`config.mk`:
```
export PLATFORM = sky130hd
export DESIGN_NAME = dbcm_ram
export DESIGN_NICKNAME = d
export VERILOG_FILES = /design/src/rtl/dbcm_ram.sv
export SDC_FILE = /design/constraint.sdc
export NUM_CORES = 1
export LEC_CHECK = 0
export BUFFER_PORTS_ARGS = -buffer_cell sky130_fd_sc_hd__buf_2
export CAP_MARGIN = 20
export CORE_MARGIN = 2
export CORE_UTILIZATION = 55
export DETAILED_ROUTE_END_ITERATION = 16
export MAX_ROUTING_LAYER = met4
export PLACE_DENSITY = 0.75
export SYNTH_ARGS = -nofsm -noshare
export SYNTH_HDL_FRONTEND = slang
export SYNTH_SLANG_ARGS = --single-unit
```
`constraint.sdc`:
```
create_clock -name clk -period 2.8 [get_ports clk]
set_clock_uncertainty 0.2 [all_clocks]
set_input_delay 0.56 -clock clk [delete_from_list [all_inputs] [get_ports clk]]
set_output_delay 0.56 -clock clk [all_outputs]
set_load 0.01 [all_outputs]
```
`src/rtl/dbcm_ram.sv`:
```
module dbcm_ram #(
  parameter int W     = 1,
  parameter int DEPTH = 64,
  parameter int AW    = $clog2(DEPTH)
) (
  input  logic          clk,
  input  logic          rst_n,
  input  logic          rd_en,
  input  logic [AW-1:0] rd_addr,
  output logic [W-1:0]  rd_data,
  input  logic          wr_en,
  input  logic [AW-1:0] wr_addr,
  input  logic [W-1:0]  wr_data
);

  logic [W-1:0] mem [DEPTH];
  logic [W-1:0] rd_data_r;
  logic         rd_vld_r;
  logic [DEPTH-1:0] vld_r;

  // Storage array: one write port, one registered read port
  always_ff @(posedge clk) begin
    if (wr_en) begin
      mem[wr_addr] <= wr_data;
    end
    if (rd_en) begin
      rd_data_r <= mem[rd_addr];
    end
  end

  // Track which entries have been written since reset
  always_ff @(posedge clk) begin
    if (!rst_n) begin
      vld_r    <= '0;
      rd_vld_r <= 1'b0;
    end else begin
      if (wr_en) begin
        vld_r[wr_addr] <= 1'b1;
      end
      if (rd_en) begin
        rd_vld_r <= vld_r[rd_addr];
      end
    end
  end

  // Unwritten entries read as zero
  assign rd_data = rd_vld_r ? rd_data_r : '0;

endmodule

```
* Word-level counts from Yosys, hierarchy flattened *
Memory sizes are Yosys's and may differ from the RTL's. A register that Yosys moved wholly into a read port is not among the register bits.
Cells that the tools add are included.

cells by class
  $lt $le $gt $ge = 3
  muxes and demuxes = 7
  bitwise operators = 1
  reductions and logical operators = 1

operators by type and width
  cell                                                                number
  bitwise OR 64 bit                                                   1
  < comparator 6 x 7 -> 1 bit (second input constant)                 2
  binary-select mux 1 bit (select 6 bit)                              1
  demux 1 bit (select 6 bit)                                          1
  greater-or-equal comparator 6 x 1 -> 1 bit (second input constant)  1
  2-to-1 mux 1 bit                                                    5
  logical AND 1 bit                                                   1

storage, ports and cells
  register bits after elaboration = 65
  RAM bits = 64
  output and inout port bits = 1
  word-level logic and storage cells = 15
  memories = 1

memory list
  name  words  bits a word  rd ports  clocked after memory_dff  write ports  line  source
  mem   64     1            1         1                         1            16    logic [W-1:0] mem [DEPTH];

* Longest topological paths before layout *
Gate-level depths: netlist of run 1.

  depth after elaboration = 5
  gate-level depth with buffers = 8
  depth with buffers taken out = 5

* Worst setup path after synthesis of run 1 *
No wires, ideal clock.

  path type = input to register
  from = input rd_addr[0]
  to = register rd_data_r (read register of mem) (data pin)
  library setup time = 256 ps
  arrival = 2,292 ps
  data required time = 2,344 ps
  setup slack = 52 ps
  stages = 7
  path through = buf_2 buf_6 buf_2 mux4_2 mux4_2 mux2i_1 o21ai_1

RTL lines
  item             line  source
  start, declared  9     input logic [AW-1:0] rd_addr,
  end, declared    17    logic [W-1:0] rd_data_r;

* Final worst setup path of run 1 *
  from = input rd_addr[0]
  to = register rd_vld_r

on the way
  longest elaborated chain between the ends = 2

ends and longest elaborated chain
  item                                    line  source
  binary-select mux 1 bit (select 6 bit)  41    rd_vld_r <= vld_r[rd_addr];
  2-to-1 mux 1 bit (implied by the code)  41
  end signal, assigned                    41
  end, declared                           18    logic rd_vld_r;

No other way between the ends. The select of a mux whose other input is x is not followed.
A chain may end at the register's enable or synchronous reset.

==> flow_summary_export.csv, run 1 <==
group,metric,value,unit
synth,syn_inst,387,
clocking,post_cts_resized,0,
power_and_ir_drop,clkPwrFrac,0.487,
critical_path,r2r_end,"rd_data_r",
sta,fin_crit_sh,0.803,
route,wl_met2,5.60,mm
sta,finalSetupViolCount,0,
power_and_ir_drop,p_switching,953,uW
synth,synth_xor_area_frac,0,
min_path,worstHoldPathType,"in -> reg",
global_route,grt_max_degree,65,
route,wl_met1,4.85,mm
clocking,cts_max_level,4,
power_and_ir_drop,p_per_area,714,nW/um2
finish,drive_gt1_frac,0.230,
sta,finalHoldViolations,0,
clocking,clockRootBuffer,"clkbuf_8",
critical_path,worstSetupPathType,"in -> reg",
synth,synthAdderAreaFrac,0,
finish,area_delta_synth_final,16.3,%
route,vias,3344,
floorplan,io_pins,18,
critical_path,worstPathMaxFanout,15,
clocking,cts.clk_slew.worst_paths,0.06,ns
synth,yosysSeqAreaShare,0.617,
sta,fmax,445,MHz
global_route,grt_pass1_wl,18.3,mm
sta,finalWorstSetupSlack,0.552,ns
clocking,clkSinkCount,130,
power_and_ir_drop,swShare,0.218,
route,drc,0,
sta,timing.slew.headroom,0.611,
finish,n_antenna_cell,0,
synth,synth_top_family_by_area,"multiplexers",
route,drtIter0Drc,299,
route,dr.max_layer_used,"met4",
sta,rsz0062_at_grt,"false",
floorplan,die_x,102,um
power_and_ir_drop,ir_drop,404,uV
power_and_ir_drop,p_int,3.43,mW
critical_path,r2r-start,"mem[62]",
critical_path,crit_path_end_kind,"flop",
synth,yosysTopAreaCell,"edfxtp_1",
route,first_pass_iters,5,
synth,ys_ff_latch,130,
synth,avgSynthCellArea,13.6,um2
sta,whs,0.101,ns
placement,place_area,5560,um2
global_route,grt_overflow_total,0,
synth,ys_types,31,
synth,synth_warnings,0,
power_and_ir_drop,power_frac_comb,0.052,
sta,worst_slew_pin_slew,0.583,ns
finish,fin_area,6140,um2
clocking,hold_buffers,0,
global_route,grt_antenna_before_repair,0,
sta,drv_slew,0,
clocking,clk_latency,0.51,ns
synth,netlist_top_cells_area,"edfxtp_1, dfxtp_1, mux4_2, o21a_1, nor2_1",
critical_path,r2r_slack,0.57,ns
placement,hpwlAfterDp,7.72,mm
synth,synth_fp_nets,404,
floorplan,dieArea,10400,um2
power_and_ir_drop,p_seq_frac,0.461,
floorplan,fp.dieH,102,um
clocking,numCtsBuffers,17,
synth,synthMuxAreaShare,0.157,
finish,fin_nets,426,
global_route,grt_pass1_vias,3372,
placement,place.gp.congestion,0.841,
critical_path,cp-start-kind,"input port",
clocking,tritoncts,"built",
synth,syn_area,5280,um2
min_path,hold_end,"rd_data_r",
route,vias_per_cell,6.07,
critical_path,cp.arrival,2.45,ns
power_and_ir_drop,finalPower,4.38,mW
route,route.met3.wl,960,um
placement,dp_slack,0.0457,ns
finish,instances_no_fill,551,
clocking,clockBufferDepth,2,
flow_run,max_cap_viol_count,0,
run_status,outcome,"complete, no violations",
placement,placed_cells_incl_taps,519,
synth,synth-simple-area-share,0.0954,
critical_path,r2r_cells,5,
placement,io_buffers,17,
critical_path,required,3.00,ns
synth,synth_top_area_share,0.370,
route,routed_wl,11.6,mm
route,wire_per_inst,21.1,um
min_path,hp-start,"rd_en",
floorplan,start_util,0.568,
sta,tns,0,ns
route,ant_nets,0,
synth,synth_compound_area_frac,0.111,
clocking,post_cts_buffers,0,
power_and_ir_drop,cellLeakagePower,2.12,nW
global_route,globalRouteTotalUtil,0.254,
min_path,whs_path_depth,1,
floorplan,rows,35,
floorplan,core_area,9280,um2
finish,fin_util,0.661,
sta,post-route-min-period,2.25,ns
critical path, stage by stage:
cell and delay [ns]:
buf_2 0.14, buf_12 0.17, mux4_2 0.52, a22oi_1 0.22, a21boi_1 0.09, or4_1 0.51, a41o_1 0.24
cell usage in the layout (no fill, tap or decap), drive strengths merged:
master	count
o21a	64
nand3	5
or3	2
a22oi	2
and2	3
o22ai	2
nand2	15
nand4	1
mux4	32
or4	1
mux2i	5
bufinv	2
o21ai	4
o2111a	1
nand3b	3
or3b	2
buf	28
clkbuf	21
and3b	2
clkinv	5
nor2	65
mux2	5
dfxtp	65
a22o	2
o2111ai	1
a21boi	1
a41o	1
clkinvlp	2
nand2b	3
nor3	5
edfxtp	65
nor2b	5
inv	2
flip-flops by register name, indices dropped and copies added, names as in the netlist:
name and cells:
mem 64, rd_vld_r 1, vld_r 64, rd_data_r 1
cell type report:
cell class | count | area [um2]
flip-flops and latches | 130 | 3250
fillers | 668 | 3150
repair buffers | 28 | 230
multi-input cells | 232 | 1910
well taps | 129 | 161
clock inverters | 11 | 129
clock buffers | 21 | 449
worst max path at each step:
stage	start	endpoint	slack, ns	cells past startpoint
after floorplan	rd_addr[0]	rd_data_r	0.05	7
after global placement	rd_addr[0]	rd_data_r	0.06	7
after detailed placement	rd_addr[0]	rd_vld_r	0.05	7
after CTS	mem[62]	rd_data_r	0.56	5
after global routing	rd_addr[0]	rd_vld_r	0.49	7
final	rd_addr[0]	rd_vld_r	0.55	7
power groups by stage:
| stage | sequential (mW) | combinational (mW) | clock [mW] |
|---|---|---|---|
| final | 2.02 | 0.227 | 2.13 |
| after global placement | 2.06 | 0.220 | 0 |
| after floorplan | 2.06 | 0.139 | 0 |
| after CTS | 2.02 | 0.226 | 2.15 |
| after detailed placement | 2.06 | 0.225 | 0 |
| after global routing | 2.02 | 0.244 | 2.25 |
cell usage after synthesis:
library cell	instances
dfxtp_1	65
edfxtp_1	65
nor2_1	65
o21a_1	64
mux4_2	32
clkbuf_1	18
nand2_1	15
buf_2	6
mux2_2	5
mux2i_1	5
nand3_1	5
nor2b_1	5
nor3_1	5
and2_1	3
nand2b_1	3
nand3b_1	3
o21ai_0	3
a22o_1	2
a22oi_1	2
and3b_1	2
o22ai_1	2
or3_1	2
or3b_2	2
a21boi_1	1
a41o_1	1
buf_6	1
nand4_1	1
o2111a_1	1
o2111ai_1	1
o21ai_1	1
or4_1	1
logic make-up after synthesis:
family	count (synthesis)
AO/OA/AOI/OAI	78
AND/OR/NAND/NOR	112
multiplexers	42
flip-flops	130
buffers and inverters	25
routing by layer:
metal	GRT usage	vias to the layer above
met5	-	-
met4	0.0892	0
met3	0.0732	21
met2	0.378	147
met1	0.336	1674
li1	-	1502
Power figures use the tool's default switching activity.
==> inputs of run 2 (changes only) <==
==> constraint.sdc (replaced) <==
create_clock -name clk -period 1.8 [get_ports clk]
set_clock_uncertainty 0.2 [all_clocks]
set_input_delay 0.36 -clock clk [delete_from_list [all_inputs] [get_ports clk]]
set_output_delay 0.36 -clock clk [all_outputs]
set_load 0.01 [all_outputs]
==> run 2 against run 1 <==
Compared with the run above:
- the flow now finishes with violations (setup timing)
- sequential share of layout area fell by 3.0 points
- setup slack worse by 0.96 ns
- combinational power increased by 81%
- largest cell class unchanged
- critical endpoint is now rd_data_r
==> flow_summary_export.csv, run 2 (same netlist as run 1, synthesis figures left out) <==
group,metric,value,unit
route,first_pass_iters,5,
sta,finalHoldViolations,0,
critical_path,worstSetupPathType,"reg -> reg",
floorplan,die_x,102,um
finish,final_cell_mix,"nor2_1, edfxtp_1, o21a_1",
floorplan,core_area,9280,um2
placement,dp_slack,-0.786,ns
sta,fin_crit_sh,1.23,
floorplan,start_util,0.568,
global_route,grt_antenna_before_repair,0,
global_route,use_met1,0.359,
finish,fin_util,0.703,
critical_path,r2r_slack,-0.41,ns
clocking,clkSinkCount,130,
route,drtIter0Drc,359,
finish,fin_area,6520,um2
finish,instances_no_fill,602,
global_route,grt_busiest_layer,"met2",
sta,rsz0062_at_grt,"true",
finish,n_antenna_cell,0,
sta,timing.slew.headroom,0.299,
global_route,globalRouteTotalUtil,0.272,
sta,worst_slew_pin_slew,1.05,ns
route,ant_nets,0,
power_and_ir_drop,p_per_area,1050,nW/um2
placement,placed_cells_incl_taps,563,
critical_path,required,1.86,ns
floorplan,rows,35,
clocking,cts_max_level,4,
finish,fin_nets,477,
power_and_ir_drop,finalPower,6.83,mW
placement,place.gp.congestion,0.883,
global_route,grt_max_degree,66,
floorplan,dieArea,10400,um2
route,drc,0,
critical_path,worstPathMaxFanout,1,
placement,hpwlAfterDp,8.38,mm
global_route,grt_pass1_vias,3604,
placement,io_buffers,17,
global_route,grt_pass1_wl,19.7,mm
clocking,clk_latency,0.52,ns
finish,fill_cells,635,
power_and_ir_drop,cellLeakagePower,2.38,nW
power_and_ir_drop,ir_drop,694,uV
critical_path,crit_path_end_kind,"flop",
min_path,worstHoldPathType,"in -> reg",
floorplan,io_pins,18,
sta,whs,0.0816,ns
clocking,numCtsBuffers,17,
global_route,grtUsageMet3,0.0588,
critical_path,cp.arrival,2.27,ns
sta,fmax,453,MHz
finish,area_delta_synth_final,23.6,%
clocking,tritoncts,"built",
finish,drive_gt1_frac,0.323,
flow_run,max_cap_viol_count,0,
route,vias_per_cell,5.97,
global_route,grt_overflow_total,0,
placement,place_area,5880,um2
sta,finalSetupViolCount,2,
clocking,clockBufferDepth,2,
finish,top_regs,"mem: 64 flops, vld_r: 64 flops",
route,routed_wl,12.7,mm
route,wire_per_inst,21.2,um
clocking,clockRootBuffer,"clkbuf_8",
sta,post-route-min-period,2.21,ns
sta,tns,-0.641,ns
global_route,use_met2,0.425,
sta,drv_slew,0,
critical_path,cp-start-kind,"flop",
sta,finalWorstSetupSlack,-0.405,ns
run_status,violations,"setup timing",
clocking,cts.clk_slew.worst_paths,0.06,ns
route,vias,3591,
run_status,outcome,"finished with violations",
floorplan,fp.dieH,102,um
[run 2: changes by cell type in the layout (fill, tap and decap cells not counted), sizes merged]
cell and delta:
clkbuf +1, inv -1, buf +50, dlygate4sd3 +1
[run 2: final cells by class]
type	instances	area [um2]	share of cell area
sequential	130	3260	0.500
timing repair buffer	79	607	0.0930
multi-input combinational	232	1920	0.295
tap	129	161	0.0247
clock inverter	10	106	0.0163
clock buffer	22	464	0.0712
[run 2: worst paths after layout]
kind | startpoint | to | cells past startpoint
hold / removal | rst_n | rd_vld_r | 3
setup reg to reg | mem[62] | rd_data_r | 5
hold reg to reg | vld_r[48] | vld_r[48] | 1
setup / recovery | mem[62] | rd_data_r | 5
[run 2: timing repair]
item,CTS,global route
setup buffers,0,6
setup endpoints to repair,2,2
pin swaps,1,2
gates resized for setup,4,5
hold buffers,1,0
hold endpoints to repair,2,0
[run 2: power breakdown]
group / switching [mW] / total [mW] / leakage [nW] / internal (mW)
registers: 0.0101 / 3.14 / 1.11 / 3.13
clock network: 1.20 / 3.27 / 0.280 / 2.08
logic: 0.223 / 0.410 / 0.990 / 0.188
[run 2: worst max-delay path, stage by stage (launching register included)]
cell      delay (ns)
edfxtp_1        0.40
mux4_2          0.48
mux4_2          0.49
mux2_4          0.28
nand2_2         0.05
o21ai_1         0.05
[run 2: metal layers]
metal | vias to the layer above | routed length (um)
li1 | 1602 | -
met1 | 1757 | 5030
met2 | 197 | 6180
met3 | 35 | 1190
met4 | 0 | 340
met5 | - | 0
==> inputs of run 3 (changes only) <==
--- a/config.mk
+++ b/config.mk
@@ -12,6 +12,7 @@
 export DETAILED_ROUTE_END_ITERATION = 16
 export MAX_ROUTING_LAYER = met4
 export PLACE_DENSITY = 0.75
+export RECOVER_POWER = 25
 export SYNTH_ARGS = -nofsm -noshare
 export SYNTH_HDL_FRONTEND = slang
 export SYNTH_SLANG_ARGS = --single-unit
==> run 3 against run 2 <==
Compared with the run above:
- the run still ends with setup timing left
- non-clock buffer count is the same
- routed wire length increased by 0.78%
- maximum frequency about the same
- flip-flop and latch count is the same
- first-iteration DRC count grew 11%
- count of clock-buffer cells in the layout unchanged
- highest routed layer unchanged
==> flow_summary_export.csv, run 3 (same netlist as run 1, synthesis figures left out) <==
group,metric,value,unit
run_status,outcome,"finished with violations",
run_status,violations,"setup timing",
sta,tns,-0.640,ns
floorplan,die_x,102,um
clocking,clockBufferDepth,2,
critical_path,r2r_end,"rd_data_r",
flow_run,max_cap_viol_count,0,
finish,n_antenna_cell,0,
clocking,clk_latency,0.52,ns
critical_path,r2r_cells,5,
critical_path,cp-start-kind,"flop",
clocking,cts.clk_slew.worst_paths,0.06,ns
global_route,grt_overflow_total,0,
finish,fin_area,6520,um2
route,drc,0,
placement,hpwlAfterDp,8.38,mm
floorplan,dieArea,10400,um2
critical_path,required,1.87,ns
min_path,hold_end,"rd_vld_r",
critical_path,crit_path_end_kind,"flop",
placement,place.gp.congestion,0.883,
global_route,grt_antenna_before_repair,0,
critical_path,worstSetupPathType,"reg -> reg",
route,vias,3632,
critical_path,worstPathMaxFanout,1,
clocking,numCtsBuffers,17,
clocking,clkSinkCount,130,
floorplan,core_area,9280,um2
finish,fin_nets,477,
sta,finalHoldViolations,0,
clocking,tritoncts,"built",
global_route,grt_max_degree,66,
placement,placed_cells_incl_taps,563,
power_and_ir_drop,p_per_area,1050,nW/um2
global_route,grt_pass1_wl,19.7,mm
finish,final_cell_mix,"nor2_1, edfxtp_1, o21a_1",
clocking,cts_max_level,4,
power_and_ir_drop,cellLeakagePower,2.38,nW
sta,fin_crit_sh,1.22,
route,drtIter0Drc,398,
min_path,whs_path_depth,3,
placement,place_area,5880,um2
sta,rsz0062_at_grt,"true",
floorplan,rows,35,
sta,finalWorstSetupSlack,-0.405,ns
clocking,clockRootBuffer,"clkbuf_8",
critical_path,crit_start,"mem[62]",
finish,instances_no_fill,602,
route,ant_nets,0,
route,routed_wl,12.8,mm
route,first_pass_iters,5,
critical_path,r2r_slack,-0.40,ns
min_path,worstHoldPathType,"in -> reg",
critical_path,cp.arrival,2.27,ns
critical_path,r2r-start,"mem[62]",
sta,timing.slew.headroom,0.309,
floorplan,start_util,0.568,
route,vias_per_cell,6.03,
floorplan,fp.dieH,102,um
min_path,hp-start,"rst_n",
sta,post-route-min-period,2.20,ns
sta,worst_slew_pin_slew,1.04,ns
finish,area_delta_synth_final,23.6,%
sta,finalSetupViolCount,2,
global_route,globalRouteTotalUtil,0.272,
global_route,grt_pass1_vias,3604,
finish,top_regs,"mem: 64 flops, vld_r: 64 flops",
finish,drive_gt1_frac,0.319,
sta,drv_slew,0,
placement,io_buffers,17,
floorplan,io_pins,18,
power_and_ir_drop,ir_drop,694,uV
route,wire_per_inst,21.3,um
finish,fill_cells,637,
sta,fmax,454,MHz
[run 3: changes by cell type in the layout (fill, tap and decap cells not counted)]
cell / delta
buf_2: -2
buf_4: -2
clkbuf_1: +2
clkbuf_4: +2
[run 3: routing by layer]
metal / vias up / wire [um] / track usage
met5: - / 0 / -
met4: 0 / 310 / 0.0872
met3: 36 / 1000 / 0.0588
met2: 179 / 6240 / 0.425
met1: 1815 / 5280 / 0.359
li1: 1602 / - / -
[run 3: per-stage QoR]
stage               total power, mW  setup slack (ns)  hold slack, ns   util
CTS                            6.83            -0.406          0.0578  0.697
finish                         6.83            -0.405          0.0806  0.702
global route                   6.99            -0.435           0.116  0.702
global placement               3.58            -0.734           0.242  0.633
floorplan                      3.43            -0.551           0.235      -
detailed placement             3.59            -0.786           0.252  0.633
[run 3: worst max path at each step]
stage                 to  depth (start not counted)  slack [ns]
3_5_place_dp   rd_data_r                          7       -0.79
2_1_floorplan  rd_data_r                          7       -0.55
6_report       rd_data_r                          5       -0.40
4_1_cts        rd_data_r                          5       -0.41
3_3_place_gp   rd_data_r                          7       -0.73
5_1_grt        rd_data_r                          5       -0.44
[run 3: what timing repair did]
action / 4_1_cts / 5_1_grt
pin swaps: 1 / 2
hold endpoints to repair: 2 / 0
setup endpoints to repair: 2 / 2
buffers inserted: 0 / 6
resized for setup: 4 / 5
hold buffers: 1 / 0
[run 3: critical path, cell delays in order (launching register included)]
cell      delay (ns)
edfxtp_1        0.41
mux4_2          0.48
mux4_2          0.49
mux2_4          0.28
nand2_2         0.05
o21ai_1         0.05
[run 3: cell type report]
cell class	count	area, um2	share of cell area
Clock buffer	22	464	0.0712
Tap cell	129	161	0.0248
Multi-Input combinational cell	232	1920	0.295
Sequential cell	130	3260	0.500
Timing Repair Buffer	79	604	0.0927
Clock inverter	10	106	0.0163
[run 3: where the power goes]
part	switching [mW]	total, mW	leakage (nW)	internal (mW)
clock network	1.20	3.28	0.280	2.08
registers	0.0101	3.14	1.11	3.13
logic	0.223	0.410	0.984	0.187
